<file path="src/hw/rtl/ohsd_pkg.sv">
package ohsd_pkg;

  localparam int FRAME_SIZE = 128;
  localparam int HOP_LENGTH = 64;
  localparam int HOP_EFF = (HOP_LENGTH >= FRAME_SIZE) ? FRAME_SIZE :
                           ((HOP_LENGTH < 1) ? 1 : HOP_LENGTH);
  localparam int NBINS = FRAME_SIZE / 2;
  localparam int AW = $clog2(FRAME_SIZE);
  localparam int FW = $clog2(FRAME_SIZE + 1);
  localparam int KW = $clog2(NBINS);
  localparam int WIN_DEN = FRAME_SIZE - 1;

  localparam int SAMPLE_W = 16;
  localparam int LEVEL_W = 17;
  localparam int BIN_W = 6;
  localparam int SKIP_W = 4;
  localparam logic [SKIP_W-1:0] SKIP_RESET = 4'd8;

  localparam int TW_W = 32;
  localparam int WIN_W = 17;
  localparam int XW_W = 16;
  localparam int PROD_W = XW_W + TW_W;
  localparam int ACC_W = PROD_W + AW;
  localparam int MAG_W = ACC_W - 1;

  localparam int SQRT_STEPS = 32;
  localparam int LOG_FRAC = 16;
  localparam int MAC_DRAIN = 3;
  localparam int CNT_W = $clog2(SQRT_STEPS);

  localparam longint ONE_Q30 = 64'sd1073741824;
  localparam longint unsigned PI_Q30 = 64'd3373259426;
  localparam logic [63:0] EPS_Q45 = 64'd3518;
  localparam int LOG_OFFSET = 45 * 65536;
  localparam logic signed [51:0] DB_OCT_Q16 = 52'sd101008905;
  localparam logic signed [LEVEL_W-1:0] LEVEL_MIN = -17'sd51200;
  localparam logic signed [LEVEL_W-1:0] LEVEL_MAX = 17'sd12288;

  // taylor divisors for cos and sin, term n
  localparam longint DivCos [1:9] = '{ONE_Q30 * 2, ONE_Q30 * 12, ONE_Q30 * 30,
                                      ONE_Q30 * 56, ONE_Q30 * 90, ONE_Q30 * 132,
                                      ONE_Q30 * 182, ONE_Q30 * 240, ONE_Q30 * 306};
  localparam longint DivSin [1:9] = '{ONE_Q30 * 6, ONE_Q30 * 20, ONE_Q30 * 42,
                                      ONE_Q30 * 72, ONE_Q30 * 110, ONE_Q30 * 156,
                                      ONE_Q30 * 210, ONE_Q30 * 272, ONE_Q30 * 342};

  typedef logic [FRAME_SIZE-1:0][TW_W-1:0] tw_tab_t;
  typedef logic [FRAME_SIZE-1:0][WIN_W-1:0] win_tab_t;

  // phase t in q32 turns -> {cos, sin} in q30
  function automatic logic [63:0] trig_q30(input longint unsigned t);
    longint unsigned r;
    longint theta, x2, c, sp, s, co, si;
    logic [1:0] q;
    q = t[31:30];
    r = t & 64'h3FFF_FFFF;
    theta = longint'((r * PI_Q30) >> 31);
    x2 = theta * theta / ONE_Q30;
    c = ONE_Q30;
    sp = ONE_Q30;
    for (int n = 9; n >= 1; n--) begin
      c = ONE_Q30 - (x2 * c) / DivCos[n];
      sp = ONE_Q30 - (x2 * sp) / DivSin[n];
    end
    s = theta * sp / ONE_Q30;
    if (c > ONE_Q30) c = ONE_Q30;
    if (s > ONE_Q30) s = ONE_Q30;
    unique case (q)
      2'd0: begin co = c;  si = s;  end
      2'd1: begin co = -s; si = c;  end
      2'd2: begin co = -c; si = -s; end
      default: begin co = s; si = -c; end
    endcase
    return {co[31:0], si[31:0]};
  endfunction

  function automatic tw_tab_t make_tw(input bit want_sin);
    tw_tab_t tab;
    logic [63:0] cs;
    for (int i = 0; i < FRAME_SIZE; i++) begin
      cs = trig_q30((longint'(i) << 32) / FRAME_SIZE);
      tab[i] = want_sin ? cs[31:0] : cs[63:32];
    end
    return tab;
  endfunction

  function automatic win_tab_t make_win();
    win_tab_t tab;
    logic [63:0] cs;
    longint c, w;
    for (int i = 0; i < FRAME_SIZE; i++) begin
      cs = trig_q30((longint'(i % WIN_DEN) << 32) / WIN_DEN);
      c = longint'($signed(cs[63:32]));
      w = (ONE_Q30 - c + 64'sd16384) >>> 15;
      tab[i] = w[WIN_W-1:0];
    end
    return tab;
  endfunction

  localparam tw_tab_t COS_TAB = make_tw(1'b0);
  localparam tw_tab_t SIN_TAB = make_tw(1'b1);
  localparam win_tab_t WIN_TAB = make_win();

  typedef enum logic [3:0] {
    OP_NONE, OP_ABS, OP_NORM, OP_SQ, OP_SUM, OP_SQRT,
    OP_MAG, OP_LNORM, OP_LSQ, OP_LMUL, OP_STORE
  } post_op_t;

  typedef struct packed {
    logic smp_we;
    logic [AW-1:0] smp_waddr;
    logic mac_en;
    logic [AW-1:0] smp_raddr;
    logic [AW-1:0] win_idx;
    logic [AW-1:0] tw_idx;
    logic acc_clr;
    post_op_t op;
    logic [KW-1:0] spec_addr;
    logic spec_re;
  } dp_cmd_t;

  typedef struct packed {
    logic norm_ok;
    logic lnorm_ok;
  } dp_stat_t;

endpackage

</file>
<file path="src/hw/rtl/ohsd_ctrl.sv">
module ohsd_ctrl import ohsd_pkg::*; (
  input  logic clk,
  input  logic rst,
  input  logic cfg_we,
  input  logic [SKIP_W-1:0] cfg_wdata,
  input  logic in_valid,
  input  logic in_last,
  output logic in_ready,
  output logic out_valid,
  input  logic out_ready,
  output logic [BIN_W-1:0] out_bin,
  output logic out_last,
  output dp_cmd_t cmd,
  input  dp_stat_t stat
);

  typedef enum logic [3:0] {
    S_IDLE, S_MAC, S_DRAIN, S_ABS, S_NORM, S_SQ, S_SUM, S_SQRT,
    S_MAG, S_LNORM, S_LSQ, S_LMUL, S_STORE, S_EMIT_RD, S_EMIT_OUT
  } state_t;

  state_t state;
  logic [SKIP_W-1:0] chunk_skip;
  logic [SKIP_W-1:0] chunk_counter;
  logic chunk_passing;
  logic in_chunk;
  logic [FW-1:0] fill;
  logic [AW-1:0] base;
  logic new_frame_ready;
  logic pend_last;
  logic [AW-1:0] n;
  logic [AW-1:0] tw;
  logic [KW-1:0] k;
  logic [CNT_W-1:0] cnt;

  logic accept;
  logic [SKIP_W-1:0] cnt_inc;
  logic pass_start;
  logic pass_now;
  logic frame_full;
  logic k_last;

  function automatic logic [AW-1:0] wrap_idx(input logic [AW:0] s);
    return (s >= (AW+1)'(FRAME_SIZE)) ? AW'(s - (AW+1)'(FRAME_SIZE)) : s[AW-1:0];
  endfunction

  assign in_ready = (state == S_IDLE);
  assign accept = in_valid && in_ready;
  assign cnt_inc = chunk_counter + 1'b1;
  assign pass_start = (cnt_inc >= chunk_skip);
  assign pass_now = in_chunk ? chunk_passing : pass_start;
  assign frame_full = (fill == FW'(FRAME_SIZE - 1));
  assign k_last = (k == KW'(NBINS - 1));

  assign out_valid = (state == S_EMIT_OUT);
  assign out_bin = BIN_W'(k);
  assign out_last = k_last;

  always_comb begin
    cmd.smp_we = accept && pass_now;
    cmd.smp_waddr = wrap_idx((AW+1)'(base) + (AW+1)'(fill));
    cmd.mac_en = (state == S_MAC);
    cmd.smp_raddr = wrap_idx((AW+1)'(base) + (AW+1)'(n));
    cmd.win_idx = n;
    cmd.tw_idx = tw;
    cmd.acc_clr = (state == S_MAC) && (n == '0);
    cmd.spec_addr = k;
    cmd.spec_re = (state == S_EMIT_RD);
    unique case (state)
      S_ABS:   cmd.op = OP_ABS;
      S_NORM:  cmd.op = OP_NORM;
      S_SQ:    cmd.op = OP_SQ;
      S_SUM:   cmd.op = OP_SUM;
      S_SQRT:  cmd.op = OP_SQRT;
      S_MAG:   cmd.op = OP_MAG;
      S_LNORM: cmd.op = OP_LNORM;
      S_LSQ:   cmd.op = OP_LSQ;
      S_LMUL:  cmd.op = OP_LMUL;
      S_STORE: cmd.op = OP_STORE;
      default: cmd.op = OP_NONE;
    endcase
  end

  always_ff @(posedge clk) begin
    if (rst) begin
      state <= S_IDLE;
      chunk_skip <= SKIP_RESET;
      chunk_counter <= '0;
      chunk_passing <= 1'b0;
      in_chunk <= 1'b0;
      fill <= '0;
      base <= '0;
      new_frame_ready <= 1'b0;
      pend_last <= 1'b0;
      n <= '0;
      tw <= '0;
      k <= '0;
      cnt <= '0;
    end else begin
      if (cfg_we) begin
        chunk_skip <= cfg_wdata;
      end
      unique case (state)
        S_IDLE: begin
          if (accept) begin
            // pass decision is taken on the first sample of a chunk
            if (!in_chunk) begin
              chunk_counter <= pass_start ? '0 : cnt_inc;
              chunk_passing <= pass_start;
            end
            in_chunk <= !in_last;
            if (pass_now && frame_full) begin
              pend_last <= in_last;
              n <= '0;
              tw <= '0;
              k <= '0;
              state <= S_MAC;
            end else if (pass_now) begin
              fill <= fill + 1'b1;
              if (in_last) begin
                new_frame_ready <= 1'b0;
                if (new_frame_ready) begin
                  k <= '0;
                  state <= S_EMIT_RD;
                end
              end
            end
          end
        end
        S_MAC: begin
          n <= n + 1'b1;
          tw <= wrap_idx((AW+1)'(tw) + (AW+1)'(k));
          if (n == AW'(FRAME_SIZE - 1)) begin
            cnt <= CNT_W'(MAC_DRAIN - 1);
            state <= S_DRAIN;
          end
        end
        S_DRAIN: begin
          if (cnt == '0) begin
            state <= S_ABS;
          end else begin
            cnt <= cnt - 1'b1;
          end
        end
        S_ABS: state <= S_NORM;
        S_NORM: begin
          if (stat.norm_ok) begin
            state <= S_SQ;
          end
        end
        S_SQ: state <= S_SUM;
        S_SUM: begin
          cnt <= CNT_W'(SQRT_STEPS - 1);
          state <= S_SQRT;
        end
        S_SQRT: begin
          if (cnt == '0) begin
            state <= S_MAG;
          end else begin
            cnt <= cnt - 1'b1;
          end
        end
        S_MAG: state <= S_LNORM;
        S_LNORM: begin
          if (stat.lnorm_ok) begin
            cnt <= CNT_W'(LOG_FRAC - 1);
            state <= S_LSQ;
          end
        end
        S_LSQ: begin
          if (cnt == '0) begin
            state <= S_LMUL;
          end else begin
            cnt <= cnt - 1'b1;
          end
        end
        S_LMUL: state <= S_STORE;
        S_STORE: begin
          if (k_last) begin
            // drop the oldest hop by moving the ring base
            base <= wrap_idx((AW+1)'(base) + (AW+1)'(HOP_EFF));
            fill <= FW'(FRAME_SIZE - HOP_EFF);
            k <= '0;
            if (pend_last) begin
              new_frame_ready <= 1'b0;
              state <= S_EMIT_RD;
            end else begin
              new_frame_ready <= 1'b1;
              state <= S_IDLE;
            end
          end else begin
            k <= k + 1'b1;
            n <= '0;
            tw <= '0;
            state <= S_MAC;
          end
        end
        S_EMIT_RD: state <= S_EMIT_OUT;
        S_EMIT_OUT: begin
          if (out_ready) begin
            if (k_last) begin
              state <= S_IDLE;
            end else begin
              k <= k + 1'b1;
              state <= S_EMIT_RD;
            end
          end
        end
        default: state <= S_IDLE;
      endcase
    end
  end

endmodule

</file>
<file path="config.mk">
export PLATFORM = sky130hd
export DESIGN_NAME = ohsd_ctrl
export DESIGN_NICKNAME = d
export VERILOG_FILES = /design/src/hw/rtl/ohsd_pkg.sv /design/src/hw/rtl/ohsd_ctrl.sv
export SDC_FILE = /design/constraint.sdc
export NUM_CORES = 1
export LEC_CHECK = 0
export BUFFER_PORTS_ARGS = -buffer_cell sky130_fd_sc_hd__buf_2
export CORE_MARGIN = 5
export CORE_UTILIZATION = 40
export DETAILED_ROUTE_END_ITERATION = 10
export PLACE_DENSITY = 0.71
export SLEW_MARGIN = 40
export SYNTH_ARGS = -nofsm -noshare
export SYNTH_HDL_FRONTEND = slang
export SYNTH_SLANG_ARGS = --single-unit
</file>
<file path="constraint.sdc">
create_clock -name clk -period 7.2 [get_ports clk]
set_input_delay 1.08 -clock clk [delete_from_list [all_inputs] [get_ports clk]]
set_output_delay 1.08 -clock clk [all_outputs]
set_load 0.01 [all_outputs]
</file>
==> run_results.csv, run 1 <==
group,metric,value,unit
power_and_ir_drop,switching_share,0.409,
timing,setup_viol,0,
timing,fmax,283,MHz
placed_design,io_buffer_count,62,
critical_path,crit_arrival,2.46,ns
timing,hold_viol,0,
route,routed_wirelength,7940,um
die,rows,33,
route,via_count,2963,
power_and_ir_drop,power.share.clock,0.188,
route,routed-wl-met3,529,um
global_route,antenna_found_initial,0,
cts,ctsResizeCount,0,
placed_design,place_area,3500,um2
cts,clk_pin_slew,0.10,ns
cells_and_area,fin_nets,466,
critical_path,crit_type,"reg2out",
critical_path,rrSetupSlack,4.25,ns
die,io_pins,63,
cells_and_area,final_cell_area,3590,um2
route,drt_iter0_drc,249,
die,die_area,10100,um2
power_and_ir_drop,powerDensity,258,nW/um2
timing,clock_skew,0.00591,ns
cts,postCtsHoldBufs,0,
worst_hold_path,hp-start,"tw[6]",
synth,syn_area,3270,um2
die,die_w,100,um
synth,syn-instance-count,402,
critical_path,reg2reg_from,"chunk_counter[0]",
timing,finalCritPeriodShare,0.491,
synth,ys_seq_elements,54,
cts,numCtsBuffers,5,
worst_hold_path,whs_path_depth,2,
status,status,"completed",
synth,synth_seq_area_share,0.331,
timing,tns,0,ns
worst_hold_path,worstHoldPathType,"reg2reg",
global_route,grt_pass1_wl,13000,um
placed_design,pre_cts_slack,4.07,ns
critical_path,cp_max_fo,18,
route,dr_wl_met2,3680,um
global_route,grt_pass1_vias,2754,
worst_hold_path,min_to,"tw[6]",
cts,insertion_delay,0.31,ns
synth,yosysWarnings,0,
placed_design,hpwl,6060,um
route,firstDrtPassIters,5,
synth,synth.avg_cell_area,8.14,um2
critical_path,setup.worst_path.start_class,"flip-flop",
synth,synthTopCellsByArea,"dfxtp_1, ha_1, nor2_1",
critical_path,r2r_cells,9,
global_route,grt.total_usage,0.156,
timing,slew_violations,0,
route,routed.top_layer,"met4",
timing,setup_ws,3.66,ns
timing,rsz0062_at_grt,"no",
power_and_ir_drop,p_seq_frac,0.411,
critical_path,end_kind,"output port",
cells_and_area,fillers,858,
route,via_per_inst,5.46,
route,drtAntennaViolNets,0,
cts,root_buffer,"clkbuf_8",
route,drc,0,
cells_and_area,finalCoreUtilization,0.444,
cells_and_area,multi_input_area,1900,um2
timing,slew_headroom,0.531,
power_and_ir_drop,power.leakage,1.63,nW
power_and_ir_drop,combPwrFrac,0.402,
power_and_ir_drop,power.internal,0.000549,W
cts,cts_tree,"built",
synth,synth_ff_type,"dfxtp_1",
job,maxCapViolations,0,
power_and_ir_drop,peakVddDrop,0.141,mV
die,core,8090,um2
cts,cts.sinks,54,
cts,clk_path_buf_depth,2,
power_and_ir_drop,power_switching,0.000379,W
critical_path,r2r_end,"n[0]",
cells_and_area,drive_gt1_frac,0.183,
synth,synth_area_leader_cell,"dfxtp_1",
synth,synth_edf_count,0,
placed_design,place_congestion,0.943,
die,initial_core_util,0.404,
cts,post_cts_buffers,0,
cells_and_area,regArea,1080,um2
critical_path,cp.required,6.12,ns
timing,worst_pin_slew,0.693,ns
cells_and_area,diodes,0,
global_route,grt_start_max_net_pins,35,
synth,ys_async_sr_fraction,0,
route,wl_per_cell,14.6,um
die,fp.dieH,100,um
cts,htreeDepth,2,
power_and_ir_drop,power,0.000928,W
synth,synthDominantCellAreaShare,0.331,
global_route,grt_overflow,0,
critical_path,setup.worst_path.start,"state[0]",
cells_and_area,area_growth,9.79,%
synth,synth_cell_type_count,65,
timing,period_minus_slack,3.54,ns
synth,syn_nets,431,
route,met1Wirelength,3620,um
flip-flops by register name, summed over array words and instances, names as in the netlist:
| register | flops |
|---|---|
| out_bin | 6 |
| in_chunk | 1 |
| fill | 8 |
| base | 1 |
| chunk_counter | 4 |
| n | 7 |
| state | 4 |
| cmd | 4 |
| tw | 7 |
| pend_last | 1 |
| new_frame_ready | 1 |
| chunk_skip | 4 |
| cnt | 5 |
| chunk_passing | 1 |
worst max-delay path by stage:
| stage | end | cells after the start |
|---|---|---|
| finish | cmd[11] | 5 |
| CTS | cmd[11] | 5 |
| floorplan | cmd[7] | 7 |
| global placement | cmd[11] | 5 |
| global route | cmd[11] | 5 |
| detailed placement | cmd[7] | 8 |
critical path: stages, from the launching register on:
cell     delay, ns
dfxtp_1       0.65
nor2b_1       0.41
nand2_1       0.21
nor2_1        0.48
and4b_1       0.26
buf_2         0.13
cell usage in the layout (no fill, tap or decap), types with 3 or more instances in the layout:
cell      instances
buf_2            62
dfxtp_1          54
nor2_1           44
a21oi_1          31
nand2_1          29
o21ai_0          23
inv_1            20
ha_1             16
nand3_1          11
xor2_1           10
nor3_1            8
or3_1             8
xnor2_1           7
and3_1            7
a22oi_1           7
nand4_1           6
mux2i_1           6
nor2b_1           5
a21o_1            5
clkbuf_8          5
nand2b_1          4
a31oi_1           4
and2_1            3
o211ai_1          3
nand3b_1          3
or2_1             3
a32o_1            3
o21a_1            3
routing by layer:
layer | GRT usage | vias to the layer above
met5 | 0 | -
met3 | 0.0320 | 9
met1 | 0.203 | 1381
met4 | 0.0446 | 0
li1 | - | 1487
met2 | 0.262 | 86
synth_stat cells (all sizes together), types with 5 or more instances:
cell type and count:
a21o 5, a21oi 31, a22oi 7, and3 7, buf 21, clkbuf 13, dfxtp 54, ha 16
inv 21, mux2i 6, nand2 29, nand3 11, nand4 6, nor2 44, nor2b 5, nor3 9
o21ai 25, or3 8, xnor2 7, xor2 10
through the flow:
| step | instances | hold slack, ns |
|---|---|---|
| 3_3_place_gp | 535 | 0.461 |
| 5_1_grt | 543 | 0.523 |
| 6_report | 543 | 0.493 |
| 3_5_place_dp | 535 | 0.476 |
| 2_1_floorplan | 402 | 0.450 |
| 4_1_cts | 543 | 0.489 |
layout make-up:
class / count / area share
repair buffers: 62 / 0.0864
flip-flops and latches: 54 / 0.301
inverters: 22 / 0.0230
clock buffers: 5 / 0.0192
clock inverters: 3 / 0.00592
well taps: 105 / 0.0366
multi-input cells: 292 / 0.528
cell families (layout without fill, tap and decap cells):
family / Yosys count / after routing / synth area share
AND/OR/NAND/NOR: 146 / 146 / 0.230
AO/OA/AOI/OAI: 104 / 104 / 0.212
buffers and inverters: 56 / 92 / 0.0899
flip-flops: 54 / 54 / 0.331
adder cells (fa/ha/maj): 17 / 17 / 0.0673
XOR/XNOR: 17 / 17 / 0.0455
multiplexers: 8 / 8 / 0.0252
power groups by stage:
stage          Clock, W  Sequential (W)  Combinational, W
2_1_floorplan         0        0.000360          0.000315
3_3_place_gp          0        0.000385          0.000363
3_5_place_dp          0        0.000387          0.000372
4_1_cts        0.000177        0.000380          0.000374
5_1_grt        0.000190        0.000388          0.000419
6_report       0.000174        0.000381          0.000373
(Power assumes the default switching activity.)
==> inputs of run 2 (changes only) <==
--- a/config.mk
+++ b/config.mk
@@ -9,7 +9,7 @@
 export CORE_MARGIN = 5
 export CORE_UTILIZATION = 40
 export DETAILED_ROUTE_END_ITERATION = 10
-export PLACE_DENSITY = 0.71
+export PLACE_DENSITY = 0.73
 export SLEW_MARGIN = 40
 export SYNTH_ARGS = -nofsm -noshare
 export SYNTH_HDL_FRONTEND = slang
==> constraint.sdc (replaced) <==
create_clock -name clk -period 3.1 [get_ports clk]
set_input_delay 0.465 -clock clk [delete_from_list [all_inputs] [get_ports clk]]
set_output_delay 0.465 -clock clk [all_outputs]
set_load 0.01 [all_outputs]
==> run_results.csv, run 2 (synthesis results as in run 1) <==
group,metric,value,unit
die,rows,33,
cells_and_area,diodes,0,
timing,clock_skew,0.00781,ns
power_and_ir_drop,peakVddDrop,0.285,mV
global_route,grt_start_max_net_pins,23,
die,fp.dieH,100,um
die,die_area,10100,um2
timing,period_minus_slack,2.87,ns
timing,slew_violations,0,
cts,clk_pin_slew,0.10,ns
global_route,grt_pass1_vias,2652,
route,via_count,3050,
placed_design,hpwl,5890,um
route,drtAntennaViolNets,0,
timing,rsz0062_at_grt,"no",
critical_path,setup.worst_path.start_class,"flip-flop",
timing,fmax,348,MHz
timing,setup_ws,0.228,ns
cts,numCtsBuffers,5,
power_and_ir_drop,power.share.clock,0.212,
power_and_ir_drop,power.internal,0.00138,W
cts,cts_tree,"built",
cts,cts.sinks,54,
critical_path,crit_arrival,3.05,ns
status,status,"completed",
power_and_ir_drop,power_switching,0.000865,W
critical_path,end_kind,"flip-flop",
cells_and_area,drive_gt1_frac,0.191,
placed_design,place_congestion,0.813,
critical_path,cp_max_fo,16,
power_and_ir_drop,combPwrFrac,0.394,
global_route,grt_overflow,0,
cells_and_area,mostFrequentLayoutCell,"buf_2",
cells_and_area,area_growth,11.8,%
route,routed_wirelength,7730,um
timing,whs,0.383,ns
placed_design,io_buffer_count,62,
cells_and_area,multi_input_area,1900,um2
cts,postCtsHoldBufs,0,
route,via_per_inst,5.56,
cts,post_cts_buffers,0,
timing,slew_headroom,0.573,
timing,hold_viol,0,
route,wl_per_cell,14.1,um
route,drc,0,
timing,tns,0,ns
die,core,8090,um2
timing,worst_pin_slew,0.637,ns
cells_and_area,largest_reg_flops,8,
cells_and_area,largest-register,"fill",
cts,insertion_delay,0.31,ns
die,initial_core_util,0.404,
timing,setup_viol,0,
job,maxCapViolations,0,
cts,clk_path_buf_depth,2,
cells_and_area,final_cell_mix,"buf_2, dfxtp_1, nor2_1, a21oi_1, nand2_1",
power_and_ir_drop,powerDensity,615,nW/um2
power_and_ir_drop,p_seq_frac,0.394,
power_and_ir_drop,switching_share,0.385,
cells_and_area,fillers,852,
cts,ctsResizeCount,0,
cells_and_area,fin_nets,472,
route,firstDrtPassIters,4,
die,die_w,100,um
power_and_ir_drop,power.leakage,1.67,nW
cts,htreeDepth,2,
placed_design,pre_cts_slack,0.257,ns
worst_hold_path,worstHoldPathType,"in2reg",
die,io_pins,63,
timing,finalCritPeriodShare,0.927,
cells_and_area,regArea,1080,um2
critical_path,cp.required,3.28,ns
global_route,grt.total_usage,0.150,
global_route,antenna_found_initial,0,
global_route,grt_pass1_wl,12600,um
cells_and_area,largestRegisters,"fill (8), n (7), tw (7)",
power_and_ir_drop,power,0.00225,W
route,drt_iter0_drc,229,
cts,root_buffer,"clkbuf_8",
critical_path,crit_type,"reg2reg",
## run 2: changes by cell type in the layout (fill, tap and decap cells not counted), sizes merged
cell	change
clkinv	-2
buf	+6
bufinv	+1
clkbuf	+1
## run 2: cell type report
cell class | count | share of cell area
clock buffer | 6 | 0.0198
clock inverter | 2 | 0.0103
inverter | 22 | 0.0226
multi-input combinational | 292 | 0.518
sequential | 54 | 0.296
tap | 105 | 0.0359
timing repair buffer | 68 | 0.0972
## run 2: per-stage QoR
step           instances  instance area, um2   util
2_1_floorplan        402                3270      -
3_3_place_gp         541                3550  0.438
3_5_place_dp         541                3550  0.438
4_1_cts              549                3660  0.452
5_1_grt              549                3660  0.452
6_report             549                3660  0.452
## run 2: power by group through the flow
stage          sequential (W)  combinational, W  clock [W]
5_1_grt              0.000903           0.00100   0.000515
4_1_cts              0.000885          0.000886   0.000488
6_report             0.000885          0.000886   0.000476
3_3_place_gp         0.000897          0.000864          0
2_1_floorplan        0.000836          0.000731          0
3_5_place_dp         0.000901          0.000876          0
## run 2: worst max-delay path: stages, from the launching register on
cell and delay (ns):
dfxtp_1 0.42, nand3_1 0.13, xnor2_1 0.16, ha_1 0.34
o211ai_1 0.13, o21ai_2 0.28, nand4_1 0.24, a21o_1 0.36
o21ai_1 0.57, nor2_1 0.11
## run 2: final timing paths
check | startpoint | endpoint | slack, ns | cells past startpoint
setup / recovery | chunk_counter[0] | n[5] | 0.23 | 9
hold / removal | cfg_wdata[3] | chunk_skip[3] | 0.38 | 3
setup reg to reg | chunk_counter[0] | n[5] | 0.23 | 9
hold reg to reg | tw[0] | tw[0] | 0.48 | 2
## run 2: routing by layer
metal | wire, um | part of all wire | track usage
met5 | 0 | 0 | 0
met4 | 59 | 0.0076 | 0.0280
met3 | 562 | 0.073 | 0.0334
met2 | 3550 | 0.46 | 0.250
met1 | 3560 | 0.46 | 0.201
==> inputs of run 3 (changes only) <==
--- a/config.mk
+++ b/config.mk
@@ -8,6 +8,7 @@
 export BUFFER_PORTS_ARGS = -buffer_cell sky130_fd_sc_hd__buf_2
 export CORE_MARGIN = 5
 export CORE_UTILIZATION = 40
+export CTS_BUF_LIST = sky130_fd_sc_hd__clkbuf_8
 export DETAILED_ROUTE_END_ITERATION = 10
 export PLACE_DENSITY = 0.73
 export SLEW_MARGIN = 40
==> run_results.csv, run 3 (synthesis results as in run 1) <==
group,metric,value,unit
cells_and_area,fin_nets,472,
power_and_ir_drop,combPwrFrac,0.395,
critical_path,cp_max_fo,16,
critical_path,setup.worst_path.start_class,"flip-flop",
power_and_ir_drop,p_seq_frac,0.395,
cts,post_cts_buffers,0,
cts,cts_tree,"built",
die,die_w,100,um
critical_path,end_kind,"flip-flop",
power_and_ir_drop,peakVddDrop,0.285,mV
cts,ctsResizeCount,0,
power_and_ir_drop,power.share.clock,0.210,
route,met1Wirelength,3520,um
critical_path,cpLargestDelayFamily,"compound AO/OA/AOI/OAI gates",
route,wl_per_cell,14.1,um
worst_hold_path,worstHoldPathType,"in2reg",
critical_path,setup.worst_path.start,"chunk_counter[0]",
cts,insertion_delay,0.31,ns
timing,finalCritPeriodShare,0.927,
route,drc,0,
placed_design,io_buffer_count,62,
global_route,grt_start_max_net_pins,23,
cells_and_area,largest_reg_flops,8,
cells_and_area,largestRegisters,"fill (8), n (7), tw (7)",
power_and_ir_drop,switching_share,0.385,
cells_and_area,largest-register,"fill",
timing,clock_skew,0.00841,ns
global_route,grt_overflow,0,
cts,numCtsBuffers,5,
route,routed.top_layer,"met4",
critical_path,path_cells,"nand3_1, xnor2_1, ha_1, o211ai_1, o21ai_2, nand4_1, a21o_1, o21ai_1, nor2_1",
timing,rsz0062_at_grt,"no",
critical_path,crit_arrival,3.06,ns
power_and_ir_drop,powerDensity,614,nW/um2
cts,postCtsHoldBufs,0,
route,via_per_inst,5.58,
critical_path,crit_end,"n[5]",
critical_path,reg2reg_from,"chunk_counter[0]",
timing,hold_viol,0,
global_route,antenna_found_initial,0,
critical_path,r2r_cells,9,
timing,period_minus_slack,2.87,ns
cts,cts.sinks,54,
cells_and_area,diodes,0,
critical_path,path_buf_inv,0,
timing,setup_viol,0,
die,io_pins,63,
placed_design,hpwl,5890,um
die,initial_core_util,0.404,
worst_hold_path,whs_path_depth,3,
route,drt_iter0_drc,227,
timing,tns,0,ns
cts,clk_path_buf_depth,2,
cts,clk_pin_slew,0.10,ns
timing,slew_violations,0,
cells_and_area,area_growth,11.8,%
route,dr_wl_met2,3560,um
cts,htreeDepth,2,
cells_and_area,final_cell_mix,"buf_2, dfxtp_1, nor2_1, a21oi_1, nand2_1",
cells_and_area,drive_gt1_frac,0.191,
global_route,grt_pass1_vias,2652,
timing,fmax,348,MHz
timing,slew_headroom,0.572,
critical_path,slowest_delay,0.58,ns
cells_and_area,mostFrequentLayoutCell,"buf_2",
cells_and_area,finalCoreUtilization,0.452,
global_route,grt.total_usage,0.150,
route,drtAntennaViolNets,0,
route,routed-wl-met3,588,um
critical_path,path_depth,9,
power_and_ir_drop,power.leakage,1.67,nW
critical_path,crit_type,"reg2reg",
route,firstDrtPassIters,4,
placed_design,place_congestion,0.813,
die,fp.dieH,100,um
route,routed_wirelength,7730,um
die,die_area,10100,um2
power_and_ir_drop,power.internal,0.00138,W
critical_path,rrSetupSlack,0.23,ns
critical_path,r2r_end,"n[5]",
status,status,"completed",
critical_path,cp.required,3.28,ns
critical_path,crit_slowest_cell,"o21ai_1",
cts,root_buffer,"clkbuf_8",
global_route,grt_pass1_wl,12600,um
power_and_ir_drop,power_switching,0.000864,W
route,via_count,3063,
timing,worst_pin_slew,0.637,ns
die,rows,33,
die,core,8090,um2
job,maxCapViolations,0,
==> run 3: cell count changes in the layout (fill, tap and decap cells not counted) <==
cell      previous run  this run
clkbuf_1             1         0
inv_1               20        21
==> run 3: power by group through the flow <==
stage	logic, W	registers (W)	clock network [W]
floorplan	0.000731	0.000836	0
global placement	0.000864	0.000897	0
detailed placement	0.000876	0.000901	0
CTS	0.000886	0.000885	0.000485
global route	0.00100	0.000903	0.000512
finish	0.000886	0.000886	0.000471
==> run 3: through the flow <==
| step | area (um2) | power (W) | hold slack, ns | std cells | setup slack [ns] |
|---|---|---|---|---|---|
| CTS | 3660 | 0.00226 | 0.378 | 549 | 0.253 |
| global route | 3660 | 0.00242 | 0.376 | 549 | 0.0255 |
| floorplan | 3270 | 0.00157 | 0.450 | 402 | 0.680 |
| finish | 3660 | 0.00224 | 0.384 | 549 | 0.227 |
| detailed placement | 3550 | 0.00178 | 0.469 | 541 | 0.257 |
| global placement | 3550 | 0.00176 | 0.467 | 541 | 0.420 |
==> run 3: tightest hold or removal path, stage by stage <==
cell      delay (ns)
buf_2           0.08
nand2_1         0.04
o211ai_1        0.07
==> run 3: layer usage <==
metal	track usage	vias up
met1	0.201	1454
met3	0.0334	8
li1	-	1497
met5	0	-
met2	0.250	104
met4	0.0280	0
==> run 3: worst min path at each step <==
stage | startpoint | endpoint | slack [ns]
after global routing | cfg_wdata[3] | chunk_skip[3] | 0.38
final | cfg_wdata[3] | chunk_skip[3] | 0.38
after detailed placement | tw[0] | tw[0] | 0.47
after CTS | cfg_wdata[3] | chunk_skip[3] | 0.38
after floorplan | new_frame_ready | new_frame_ready | 0.45
after global placement | tw[0] | tw[0] | 0.47
==> run 3: area by class of cell <==
class	count	area, um2
clock inverters	3	41.3
well taps	105	131
flip-flops and latches	54	1080
inverters	22	82.6
clock buffers	5	68.8
fillers	852	4440
multi-input cells	292	1900
repair buffers	68	355
